$ cat config.mk
export PLATFORM = sky130hd
export DESIGN_NAME = cmwc_draw_unit
export DESIGN_NICKNAME = d
export VERILOG_FILES = /design/src/cmwc_pkg.sv /design/src/cmwc_draw_unit.sv
export SDC_FILE = /design/constraint.sdc
export NUM_CORES = 1
export LEC_CHECK = 0
export ABC_AREA = 1
export ABC_CLOCK_PERIOD_IN_PS = 6500
export BUFFER_PORTS_ARGS = -buffer_cell sky130_fd_sc_hd__buf_2
export CAP_MARGIN = 40
export CORE_MARGIN = 2
export CORE_UTILIZATION = 40
export DETAILED_ROUTE_END_ITERATION = 6
export GPL_TIMING_DRIVEN = 0
export SLEW_MARGIN = 10
export SYNTH_ARGS = -nofsm -noshare
export SYNTH_HDL_FRONTEND = slang
export SYNTH_SLANG_ARGS = --single-unit
export TNS_END_PERCENT = 100
$ cat constraint.sdc
create_clock -name clk -period 6.5 [get_ports clk]
set_input_delay 1.3 -clock clk [delete_from_list [all_inputs] [get_ports clk]]
set_output_delay 1.3 -clock clk [all_outputs]
set_load 0.005 [all_outputs]
$ cat src/cmwc_pkg.sv
// Shared types and constants for the CMWC4096 random word generator.
`default_nettype none

package cmwc_pkg;

  // Table geometry default.
  localparam int TABLE_DEPTH_DEF = 4096;

  // Word and state widths.
  localparam int WORD_W  = 32;
  localparam int CARRY_W = 19;
  localparam int MULT_W  = 15;
  localparam int PROD_W  = WORD_W + MULT_W;
  localparam int HIGH_W  = PROD_W - WORD_W;

  // Generator constants.
  localparam logic [WORD_W-1:0]  GOLDEN_STEP     = 32'h9e37_79b9;
  localparam logic [WORD_W-1:0]  COMPLEMENT_BASE = 32'hffff_fffe;
  localparam logic [MULT_W-1:0]  LAG_MULT        = 15'd18782;
  localparam logic [CARRY_W-1:0] CARRY_INIT      = 19'd362436;

  // Function codes of an input item.
  localparam logic FUNC_RESEED = 1'b0;
  localparam logic FUNC_DRAW   = 1'b1;

  // Sequencer states.
  typedef enum logic [2:0] {
    ST_CLEAR,
    ST_IDLE,
    ST_FILL,
    ST_MUL,
    ST_ADD,
    ST_FIN
  } seq_state_t;

  // Step enables for the draw arithmetic unit.
  typedef struct packed {
    logic mul_en;
    logic add_en;
  } draw_ctrl_t;

  // Controls for the reseed value generator.
  typedef struct packed {
    logic load;
    logic step;
  } fill_ctrl_t;

endpackage

`default_nettype wire

$ cat src/cmwc_draw_unit.sv
// Draw arithmetic: constant multiply, carry add, then fold and complement.
`default_nettype none

module cmwc_draw_unit
  import cmwc_pkg::*;
(
  input  wire logic               clk,
  input  wire draw_ctrl_t         ctrl,
  input  wire logic [WORD_W-1:0]  lag_word,
  input  wire logic [CARRY_W-1:0] carry,
  output      logic [WORD_W-1:0]  word,
  output      logic [CARRY_W-1:0] carry_next
);

  logic [PROD_W-1:0] prod;
  logic [PROD_W-1:0] t_sum;
  logic [HIGH_W-1:0] c_high;
  logic [WORD_W:0]   x_sum;
  logic              wrap;

  // Multiply the table word by the lag multiplier, then add the carry.
  always_ff @(posedge clk) begin
    if (ctrl.mul_en) begin
      prod <= PROD_W'(LAG_MULT) * PROD_W'(lag_word);
    end
    if (ctrl.add_en) begin
      t_sum <= prod + PROD_W'(carry);
    end
  end

  // Fold the high half into the low half and complement the result.
  always_comb begin
    c_high     = t_sum[PROD_W-1:WORD_W];
    x_sum      = {1'b0, t_sum[WORD_W-1:0]} + (WORD_W + 1)'(c_high);
    wrap       = x_sum[WORD_W];
    word       = COMPLEMENT_BASE - x_sum[WORD_W-1:0] - WORD_W'(wrap);
    carry_next = CARRY_W'(c_high) + CARRY_W'(wrap);
  end

endmodule

`default_nettype wire

==> results.cfg <==
[detailed_routing]
post-route-drc-count = 0
drt_wl_total_um = 41700
drtIter0Drc = 558
num_vias = 13528
dr.pass1.iters = 4
viasPerCell = 4.89
wl_per_cell_um = 15.1
ant_nets = 0

[cts]
cts_made_buffers = 9
cts.sinks = 93
path_clk_slew_ns = 0.07
clock_latency_ns = 0.35
cts_tree = built
ctsRootBufferMaster = clkbuf_16
htree_levels = 3
clock_path_buffers = 2

[sta]
holdWs_ns = 0.564
setup_violations = 0
finalClockSkew_ns = 0.0131
finalHoldViolCount = 0
slew_headroom = 0.531
period_minus_slack_ns = 6.19
timing.fmax_mhz = 162
tightest_slew_ns = 0.696
rsz0062_at_grt = no
maxSlewViolCount = 0
fin_crit_sh = 0.952

[global_routing]
grt_pass1_wl_um = 69100
grt_start_max_net_pins = 41
overflow = 0
antenna_found_initial = 0
grt_pass1_vias = 14037
grt.total_usage = 0.197

[cells_and_area]
drive_gt1_frac = 0.0716
layout.nets = 2704
antennaDiodeCount = 0
area_growth_syn_to_layout_pct = 9.08

[setup_path]
cp-end-kind = flip-flop
path_max_fanout = 8
cp.arrival_ns = 6.29
critPathRequiredTime_ns = 6.61
criticalPathCategory = primary input to flip-flop
startpoint_type = primary input

[synthesis]
mappedNetlistArea_um2 = 16700
synthArstFlopShare = 0
synthCells = 2111
synth_top_area_frac = 0.204
yosysMostFrequentCell = inv_1
netlist_top_cells_area = fa_1 20%, ha_1 19%, edfxtp_1 17%
synthTopCellsByCount = 495 x inv_1, 407 x nand2_1, 251 x ha_1, 184 x nor2_1, 170 x fa_1
ys_seq_elements = 93
synth_ff_type = edfxtp_1
yosysWarnings = 0
yosysSeqAreaShare = 0.167
synth.distinct_cells = 42
avgSynthCellArea_um2 = 7.92
synth_edf_count = 93
yosysTopAreaCell = fa_1

[die]
row_count = 74
ios = 105
die_x_um = 208
fp.dieH_um = 208
coreArea_um2 = 41000
start_util = 0.408
die-area_um2 = 43400

[place]
gp_congestion = 0.908
dpl.hpwl_um = 37600
io_buffers = 101

[flow_run]
cap_violations = 0

[run_status]
status = finished, final reports clean

[min_path]
hp-class = flip-flop to flip-flop
stage by stage:
step	util	cells	setup WS, ns	instance area [um^2]	setup TNS [ns]
final	0.445	2766	0.314	18200	0
after CTS	0.444	2766	0.171	18200	0
after detailed placement	0.437	2750	-0.185	17900	-0.554
after global routing	0.445	2766	0.0143	18200	0
after global placement	0.436	2746	-0.156	17900	-0.599
after floorplan	-	2113	0.541	16700	0
cells by family after synthesis:
| family | count (synthesis) | synth area share |
|---|---|---|
| other | 1 | 0.000224 |
| AOI/OAI and AO/OA | 172 | 0.0588 |
| and+or+nand+nor | 802 | 0.205 |
| xor gates and xnor gates | 120 | 0.0638 |
| DFF | 93 | 0.167 |
| adders and majority gates | 421 | 0.391 |
| buffers and inverters | 502 | 0.113 |
layout make-up:
class,instances,area [um^2]
fill,4179,22800
multi-input combinational,1518,12000
sequential,93,2790
inverter,498,1870
tap,532,666
timing repair buffer,105,556
clock buffer,9,225
clock inverter,7,55.1
buffer,4,26.3
path summary, 6_finish.rpt:
path,startpoint,end,slack [ns],depth (start not counted)
worst max register to register,prod[4],t_sum[37],3.72,12
worst min register to register,prod[46],t_sum[46],0.56,1
worst min-delay path,prod[46],t_sum[46],0.56,1
worst max-delay path,lag_word[8],prod[38],0.31,28
layout by cell type, fill, tap and decap left out, drive strengths merged:
cell / n
xnor2: 38
nor4: 7
nand3: 92
a31o: 1
inv: 503
o21a: 3
clkinv: 2
o311ai: 1
nor2: 195
a21boi: 3
o21bai: 8
and2: 2
and3: 4
a221oi: 1
fa: 170
buf: 108
a21o: 12
edfxtp: 93
nand2: 420
clkbuf: 10
nand4: 36
o211a: 1
a31oi: 17
nand3b: 10
o21ai: 42
a21oi: 80
nor3b: 2
ha: 251
o31a: 1
nor3: 34
o31ai: 2
conb: 3
xor2: 82
state kept, by name, summed over array words and instances, names as in the netlist:
register	flops
prod	46
t_sum	47
worst max-delay path: stages:
cell and delay [ns]:
buf_2 0.19, ha_1 0.31, inv_1 0.05, fa_1 0.50, inv_1 0.05, fa_1 0.50
inv_1 0.05, fa_1 0.47, inv_1 0.05, fa_1 0.52, inv_1 0.05, fa_1 0.49
inv_1 0.04, ha_1 0.36, nand2_2 0.13, inv_1 0.05, a21oi_1 0.22, nor2_1 0.07
nor2_1 0.15, nand2_1 0.12, nand2_1 0.08, nand2_1 0.10, nand2_1 0.08, inv_1 0.05
o21ai_1 0.16, nand2_1 0.07, nand2_1 0.06, nand2_1 0.04
routing by layer:
metal / vias to the layer above / track usage / share of wire / wire length [um]
li1: 6891 / - / - / -
met2: 217 / 0.382 / 0.52 / 21600
met5: - / 0 / 0 / 0
met1: 6366 / 0.235 / 0.44 / 18200
met4: 0 / 0.0523 / 0.024 / 991
met3: 54 / 0.0103 / 0.021 / 874
repair_timing:
action / 4_1_cts / 5_1_grt
gates resized for setup: 0 / 4
setup buffers: 0 / 0
endpoints found under the setup margin: 0 / 4
hold buffers: 0 / 0
Power is not shown: default switching activity piles up to over one toggle a cycle in this logic, so the estimate is an artifact.
