**src/cmwc_pkg.sv**
```systemverilog
// Shared types and constants for the CMWC4096 random word generator.
`default_nettype none

package cmwc_pkg;

  // Table geometry default.
  localparam int TABLE_DEPTH_DEF = 4096;

  // Word and state widths.
  localparam int WORD_W  = 32;
  localparam int CARRY_W = 19;
  localparam int MULT_W  = 15;
  localparam int PROD_W  = WORD_W + MULT_W;
  localparam int HIGH_W  = PROD_W - WORD_W;

  // Generator constants.
  localparam logic [WORD_W-1:0]  GOLDEN_STEP     = 32'h9e37_79b9;
  localparam logic [WORD_W-1:0]  COMPLEMENT_BASE = 32'hffff_fffe;
  localparam logic [MULT_W-1:0]  LAG_MULT        = 15'd18782;
  localparam logic [CARRY_W-1:0] CARRY_INIT      = 19'd362436;

  // Function codes of an input item.
  localparam logic FUNC_RESEED = 1'b0;
  localparam logic FUNC_DRAW   = 1'b1;

  // Sequencer states.
  typedef enum logic [2:0] {
    ST_CLEAR,
    ST_IDLE,
    ST_FILL,
    ST_MUL,
    ST_ADD,
    ST_FIN
  } seq_state_t;

  // Step enables for the draw arithmetic unit.
  typedef struct packed {
    logic mul_en;
    logic add_en;
  } draw_ctrl_t;

  // Controls for the reseed value generator.
  typedef struct packed {
    logic load;
    logic step;
  } fill_ctrl_t;

endpackage

`default_nettype wire

```
**src/cmwc_fill_gen.sv**
```systemverilog
// Reseed value generator for the golden-ratio table fill.
`default_nettype none

module cmwc_fill_gen
  import cmwc_pkg::*;
#(
  parameter int AW = $clog2(TABLE_DEPTH_DEF)
) (
  input  wire logic              clk,
  input  wire fill_ctrl_t        ctrl,
  input  wire logic [WORD_W-1:0] seed,
  input  wire logic [AW-1:0]     index,
  output      logic [WORD_W-1:0] value
);

  localparam logic [AW-1:0] FIRST_RECUR = AW'(3);

  logic [WORD_W-1:0] acc;
  logic [WORD_W-1:0] w0;
  logic [WORD_W-1:0] w1;
  logic [WORD_W-1:0] w2;

  // The first three entries step by the golden ratio; later ones use the recurrence.
  always_comb begin
    if (index < FIRST_RECUR) begin
      value = acc;
    end else begin
      value = w2 ^ w1 ^ GOLDEN_STEP ^ WORD_W'(index);
    end
  end

  // Seed accumulator and the three most recent entries.
  always_ff @(posedge clk) begin
    if (ctrl.load) begin
      acc <= seed;
    end else if (ctrl.step) begin
      acc <= acc + GOLDEN_STEP;
      w2  <= w1;
      w1  <= w0;
      w0  <= value;
    end
  end

endmodule

`default_nettype wire

```
**config.mk**
```make
export PLATFORM = sky130hd
export DESIGN_NAME = cmwc_fill_gen
export DESIGN_NICKNAME = d
export VERILOG_FILES = /design/src/cmwc_pkg.sv /design/src/cmwc_fill_gen.sv
export SDC_FILE = /design/constraint.sdc
export NUM_CORES = 1
export LEC_CHECK = 0
export ABC_AREA = 1
export BUFFER_PORTS_ARGS = -buffer_cell sky130_fd_sc_hd__buf_2
export CORE_MARGIN = 8
export CORE_UTILIZATION = 35
export CTS_CLUSTER_SIZE = 28
export DETAILED_ROUTE_END_ITERATION = 7
export PLACE_DENSITY_LB_ADDON = 0.25
export SETUP_SLACK_MARGIN = 0.2
export SYNTH_ARGS = -nofsm -noshare
export SYNTH_HDL_FRONTEND = slang
export SYNTH_SLANG_ARGS = --single-unit
```
**constraint.sdc**
```tcl
create_clock -name clk -period 5.8 [get_ports clk]
set_input_delay 0.87 -clock clk [delete_from_list [all_inputs] [get_ports clk]]
set_output_delay 0.87 -clock clk [all_outputs]
set_load 0.1 [all_outputs]
```
==> results of run 1 <==
metal layers:
layer | part of all wire (%) | track usage [%]
met1 | 49 | 18.0
met2 | 46 | 21.4
met3 | 3.4 | 3.69
met4 | 1.3 | 4.71
met5 | 0 | 0
cell type report:
cell class,instances,area (µm²),area share (%)
sequential,128,3840,49.4
multi-input combinational,439,2390,30.7
clock buffer,20,437,5.61
timing repair buffer,82,433,5.57
tap,234,293,3.76
inverter,64,240,3.09
clock inverter,12,141,1.82
worst paths after layout:
check,slack (ns),from,to
setup / recovery,2.23,index[1],value[31]
hold / removal,0.42,w0[26]$_DFFE_PP_,w1[26]$_DFFE_PP_
setup reg to reg,3.87,acc[12]$_DFFE_PP_,acc[22]$_DFFE_PP_
hold reg to reg,0.42,w0[26]$_DFFE_PP_,w1[26]$_DFFE_PP_
worst register-to-register path: stages (launching register included):
cell and delay [ns]:
edfxtp_1 0.42, inv_1 0.18, nand2_1 0.14, nor2_1 0.24
nand3_1 0.12, nand2_1 0.22, nand2_1 0.13, nand2_1 0.08
nand2_1 0.04, nand3_1 0.07, nand2_1 0.05
logic make-up after synthesis:
logic type	share of synthesized area, %
buffers and inverters	5.24
AO/OA/AOI/OAI	7.06
XOR/XNOR	6.66
flip-flops	58.5
adder cells (fa/ha/maj)	0.190
AND/OR/NAND/NOR	22.4
state kept, by name, indices dropped and copies added (netlist names):
name / cells
acc: 32
w0: 32
w1: 32
w2: 32
report_power, final:
group | switching (mW) | total (mW) | internal (mW)
Combinational | 0.385 | 0.512 | 0.127
Clock | 0.393 | 1.06 | 0.671
Sequential | 0.0518 | 1.15 | 1.10
placed cells by master (no fill, tap or decap), types with 2 or more instances in the layout:
cell type / instances
a21oi_1: 10
nand3_1: 49
xnor2_1: 30
edfxtp_1: 128
clkbuf_16: 17
o21ai_0: 15
nor2_1: 41
nor2_4: 3
clkinv_2: 6
clkinv_1: 2
nand2_2: 30
a31oi_1: 3
nor2_2: 7
xor2_1: 20
bufinv_16: 3
o21ai_2: 33
buf_4: 3
nand4_1: 4
nand2_1: 179
clkbuf_1: 3
nor3_1: 2
inv_2: 4
nor4_4: 2
buf_2: 78
inv_1: 59
metrics by stage:
step / worst slack [ns] / cell area [µm²] / hold WS, ns / total power, mW / utilization [%]
6_report: 2.23 / 7780 / 0.417 / 2.73 / 41.9
5_1_grt: 2.08 / 7780 / 0.420 / 2.85 / 41.9
4_1_cts: 2.23 / 7780 / 0.415 / 2.75 / 41.9
3_5_place_dp: 2.24 / 7200 / 0.405 / 1.68 / 38.8
3_3_place_gp: 2.29 / 7200 / 0.400 / 1.68 / 38.8
2_1_floorplan: 1.59 / 6570 / 0.400 / 1.56 / -
==> reports/metrics.cfg, run 1 <==
[finish]
num-nets-final=780
finalNonFillerCells=979
layout-drive-gt1-share_pct=26.0
areaGrowthSynthToFinish_pct=18.4
nFillCells=1829
n_antenna_cell=0

[sta]
post-route-min-period_ns=3.57
fin_crit_sh_pct=61.6
fmax_ghz=0.280
slew_violations=0
setup_tns_ns=0
fin_skew_ns=0.00595
slew_headroom_pct=33.9
tightest_slew_ns=0.991
hold_viol_final=0
setup_viol_count_final=0
rsz0062_at_grt=no

[critical_path]
crit_slowest_cell=buf_4
path_buf_inv=3
cp-end-kind=output port
critical-path-max-stage-delay_ns=0.73
cp_num_cells=7
worstPathMaxFanout=64
cp-start-kind=primary input
worstPathArrival_ns=2.70
rr_worst_depth=10
path_cells=buf_2, nand2_1, nand4_4, buf_4, nand2_1, o21ai_2, buf_2
crit_type=primary input to output port
worstPathRequired_ns=4.93
cp_top_family=buffers and inverters

[synthesis]
syn_area_um2=6570
synthTopCellsByArea=edfxtp_1 (58%), nand2_1 (10%), o21ai_2 (4.4%)
synth-seq-cells=128
synth-seq-area-share_pct=58.5
synth_fp_nets=693
async_flop_share_pct=0
ys_dominant_reg_cell=edfxtp_1
yosys_warnings=0
yosysTopAreaCell=edfxtp_1
synth_edf_count=128
syn_avg_cell_area_um2=10.2
yosysMostFrequentCell=nand2_1
synth.distinct_cells=34
yosysTopAreaCellShare_pct=58.5
post_synth_most_frequent_cells=nand2_1 (179), edfxtp_1 (128), inv_1 (59)
netlist_instances=645

[die]
num_rows=50
die_h_um=153
die_w_um=153
dieArea_um2=23400
pin_count=79
core_um2=18600
initial_core_util_pct=35.4

[power]
powerDensity_nw_per_um2=351
peakVddDrop_mv=0.186
leakage_nw=3.22

[clock_network]
clkSinkCount=128
cts_buffer_depth=2
cts_hold_buf=0
ctsHtreeMaxLevel=4
cts_resized=0
clk_latency_ns=0.42
cts_tree=done
cts_buffers=17
cts_setup_buffers=0
root_buffer=clkbuf_16
clk_pin_slew_ns=0.06

[place]
dp_hpwl_um=11300
gp_congestion=0.860
dp_cells=947
portBuffers=78

[grt]
grt_overflow=0
antenna_found_initial=0
grt_max_degree=86
grt_usage_pct=13.7
first_global_vias=4792
grt_first_pass_wirelength_um=25300

[drt]
firstDrtPassIters=5
vias=4623
drtIter0Drc=332
route.detailed.drc=0
drtAntennaViolNets=0
wirelength_um=15500
routedWlPerCell_um=15.8
vias_per_cell=4.72

[outcome]
outcome=finished, final reports clean

[run]
cap_violations=0

[min_path]
min_delay_path_depth=0
hp-class=register to register

(Power assumes the default switching activity.)
==> inputs of run 2 (changes only) <==
- clock period: 5.8 -> 3 ns (I/O delays scaled with it)
==> reports/metrics.cfg, run 2 (same netlist as run 1, synthesis figures left out) <==
[place]
dp_slack_ns=0.735  ; -1.50 ns
portBuffers=78  ; unchanged
dp_hpwl_um=11900  ; +4.9%
dp_cells=956  ; +0.95%
gp_congestion=0.863  ; +0.36%

[grt]
grt_first_pass_wirelength_um=26200  ; +3.5%
grt_overflow=0  ; unchanged
grt_usage_pct=14.3  ; +0.58 points
antenna_found_initial=0  ; unchanged
grt_max_degree=65  ; -24%
first_global_vias=4819  ; +0.56%

[critical_path]
worstPathRequired_ns=2.55  ; -2.38 ns
rr_endpoint=acc[28]$_DFFE_PP_
r2r-start=acc[0]$_DFFE_PP_
worstPathMaxFanout=64  ; unchanged
worstPathArrival_ns=1.82  ; -0.88 ns
crit_type=primary input to output port
endpoint=value[24]
cp-end-kind=output port
regToRegSetupSlack_ns=1.08  ; -2.79 ns
cp-start-kind=primary input
crit_path_start=index[5]
rr_worst_depth=9  ; -1

[clock_network]
cts_hold_buf=0  ; unchanged
cts_buffer_depth=2  ; unchanged
clk_latency_ns=0.42  ; about the same
cts_setup_buffers=0  ; unchanged
clkSinkCount=128  ; unchanged
ctsHtreeMaxLevel=4  ; unchanged
cts_resized=0  ; unchanged
cts_buffers=17  ; unchanged
cts_tree=done
clk_pin_slew_ns=0.06  ; about the same
root_buffer=clkbuf_16

[die]
pin_count=79  ; unchanged
core_um2=18600  ; unchanged
die_h_um=153  ; unchanged
initial_core_util_pct=35.4  ; unchanged
dieArea_um2=23400  ; unchanged
die_w_um=153  ; unchanged
num_rows=50  ; unchanged

[sta]
tightest_slew_ns=0.710  ; -0.281 ns
post-route-min-period_ns=2.27
fin_crit_sh_pct=75.7
fin_skew_ns=0.00646  ; +0.000506 ns
hold_ws_ns=0.303  ; -0.114 ns
layout_setup_ws_ns=0.730  ; -1.50 ns
setup_tns_ns=0  ; unchanged
fmax_ghz=0.441
hold_viol_final=0  ; unchanged
slew_headroom_pct=52.5  ; +19 points
rsz0062_at_grt=no
slew_violations=0  ; unchanged
setup_viol_count_final=0  ; unchanged

[run]
cap_violations=0  ; unchanged

[drt]
routedWlPerCell_um=16.2  ; +2.0%
vias_per_cell=4.70  ; -0.57%
route.detailed.drc=0  ; unchanged
drtIter0Drc=306  ; -7.8%
wirelength_um=16000  ; +3.0%
vias=4639  ; +0.35%
drtAntennaViolNets=0  ; unchanged
firstDrtPassIters=5  ; unchanged

[finish]
final_cell_mix=nand2_1 (179), edfxtp_1 (128), inv_1 (59)
n_antenna_cell=0  ; unchanged
finalNonFillerCells=988  ; +0.92%
areaGrowthSynthToFinish_pct=26.7
postLayoutCoreUtil_pct=44.8  ; +3.0 points
layout-drive-gt1-share_pct=26.7  ; +0.62 points
num-nets-final=789  ; +1.2%
nFillCells=1755  ; -4.0%
final_common_cell=nand2_1

[outcome]
outcome=finished, final reports clean

[min_path]
hp-class=primary input to register

[power]
powerDensity_nw_per_um2=641  ; +83%
leakage_nw=3.42  ; +6.4%
peakVddDrop_mv=0.323  ; +73%

## run 2: cell types whose count changed in the layout (fill, tap and decap cells not counted), sizes merged
cell | previous run | this run
buf | 82 | 91
clkinvlp | 0 | 3
bufinv | 3 | 2
clkbuf | 20 | 19
inv | 64 | 63
## run 2: stage by stage
step	power, mW	instance area, µm²
6_report	5.34	8330
5_1_grt	5.58	8330
4_1_cts	5.39	8330
3_5_place_dp	3.42	7770
3_3_place_gp	3.40	7770
2_1_floorplan	3.01	6580
## run 2: per-layer routing
layer	vias up	GRT usage (%)	part of all wire, %
met1	2182	18.4	47
li1	2352	-	-
met5	-	0	0
met2	93	23.0	48
met4	0	4.62	1.2
met3	12	3.81	4.5
## run 2: power breakdown
group,leakage [nW],switching [mW],internal [mW],total (mW)
Clock,0.263,0.753,1.20,1.96
Sequential,1.23,0.103,2.13,2.23
Combinational,1.93,0.772,0.378,1.15
Total,3.42,1.63,3.71,5.34
## run 2: critical path: stages
cell     delay (ns)
buf_2          0.13
nor4_4         0.32
nand4_4        0.14
buf_12         0.25
o21ai_2        0.27
buf_12         0.21
## run 2: how the worst min path moves through the flow
stage,from,endpoint,slack [ns],depth (start not counted)
after detailed placement,w0[26]$_DFFE_PP_,w1[26]$_DFFE_PP_,0.41,0
after floorplan,w0[0]$_DFFE_PP_,w1[0]$_DFFE_PP_,0.40,0
after global placement,w0[23]$_DFFE_PP_,w1[23]$_DFFE_PP_,0.40,0
after global routing,seed[0],acc[0]$_DFFE_PP_,0.30,3
after CTS,seed[30],acc[30]$_DFFE_PP_,0.29,3
final,seed[6],acc[6]$_DFFE_PP_,0.30,3
## run 2: area by class of cell
class                           count  area [µm²]  share of cell area (%)
Clock buffer                       19         433                    5.20
Clock inverter                     13         121                    1.46
Inverter                           64         240                    2.88
Multi-Input combinational cell    439        2390                    28.7
Sequential cell                   128        3840                    46.2
Tap cell                          234         293                    3.52
Timing Repair Buffer               91        1010                    12.1
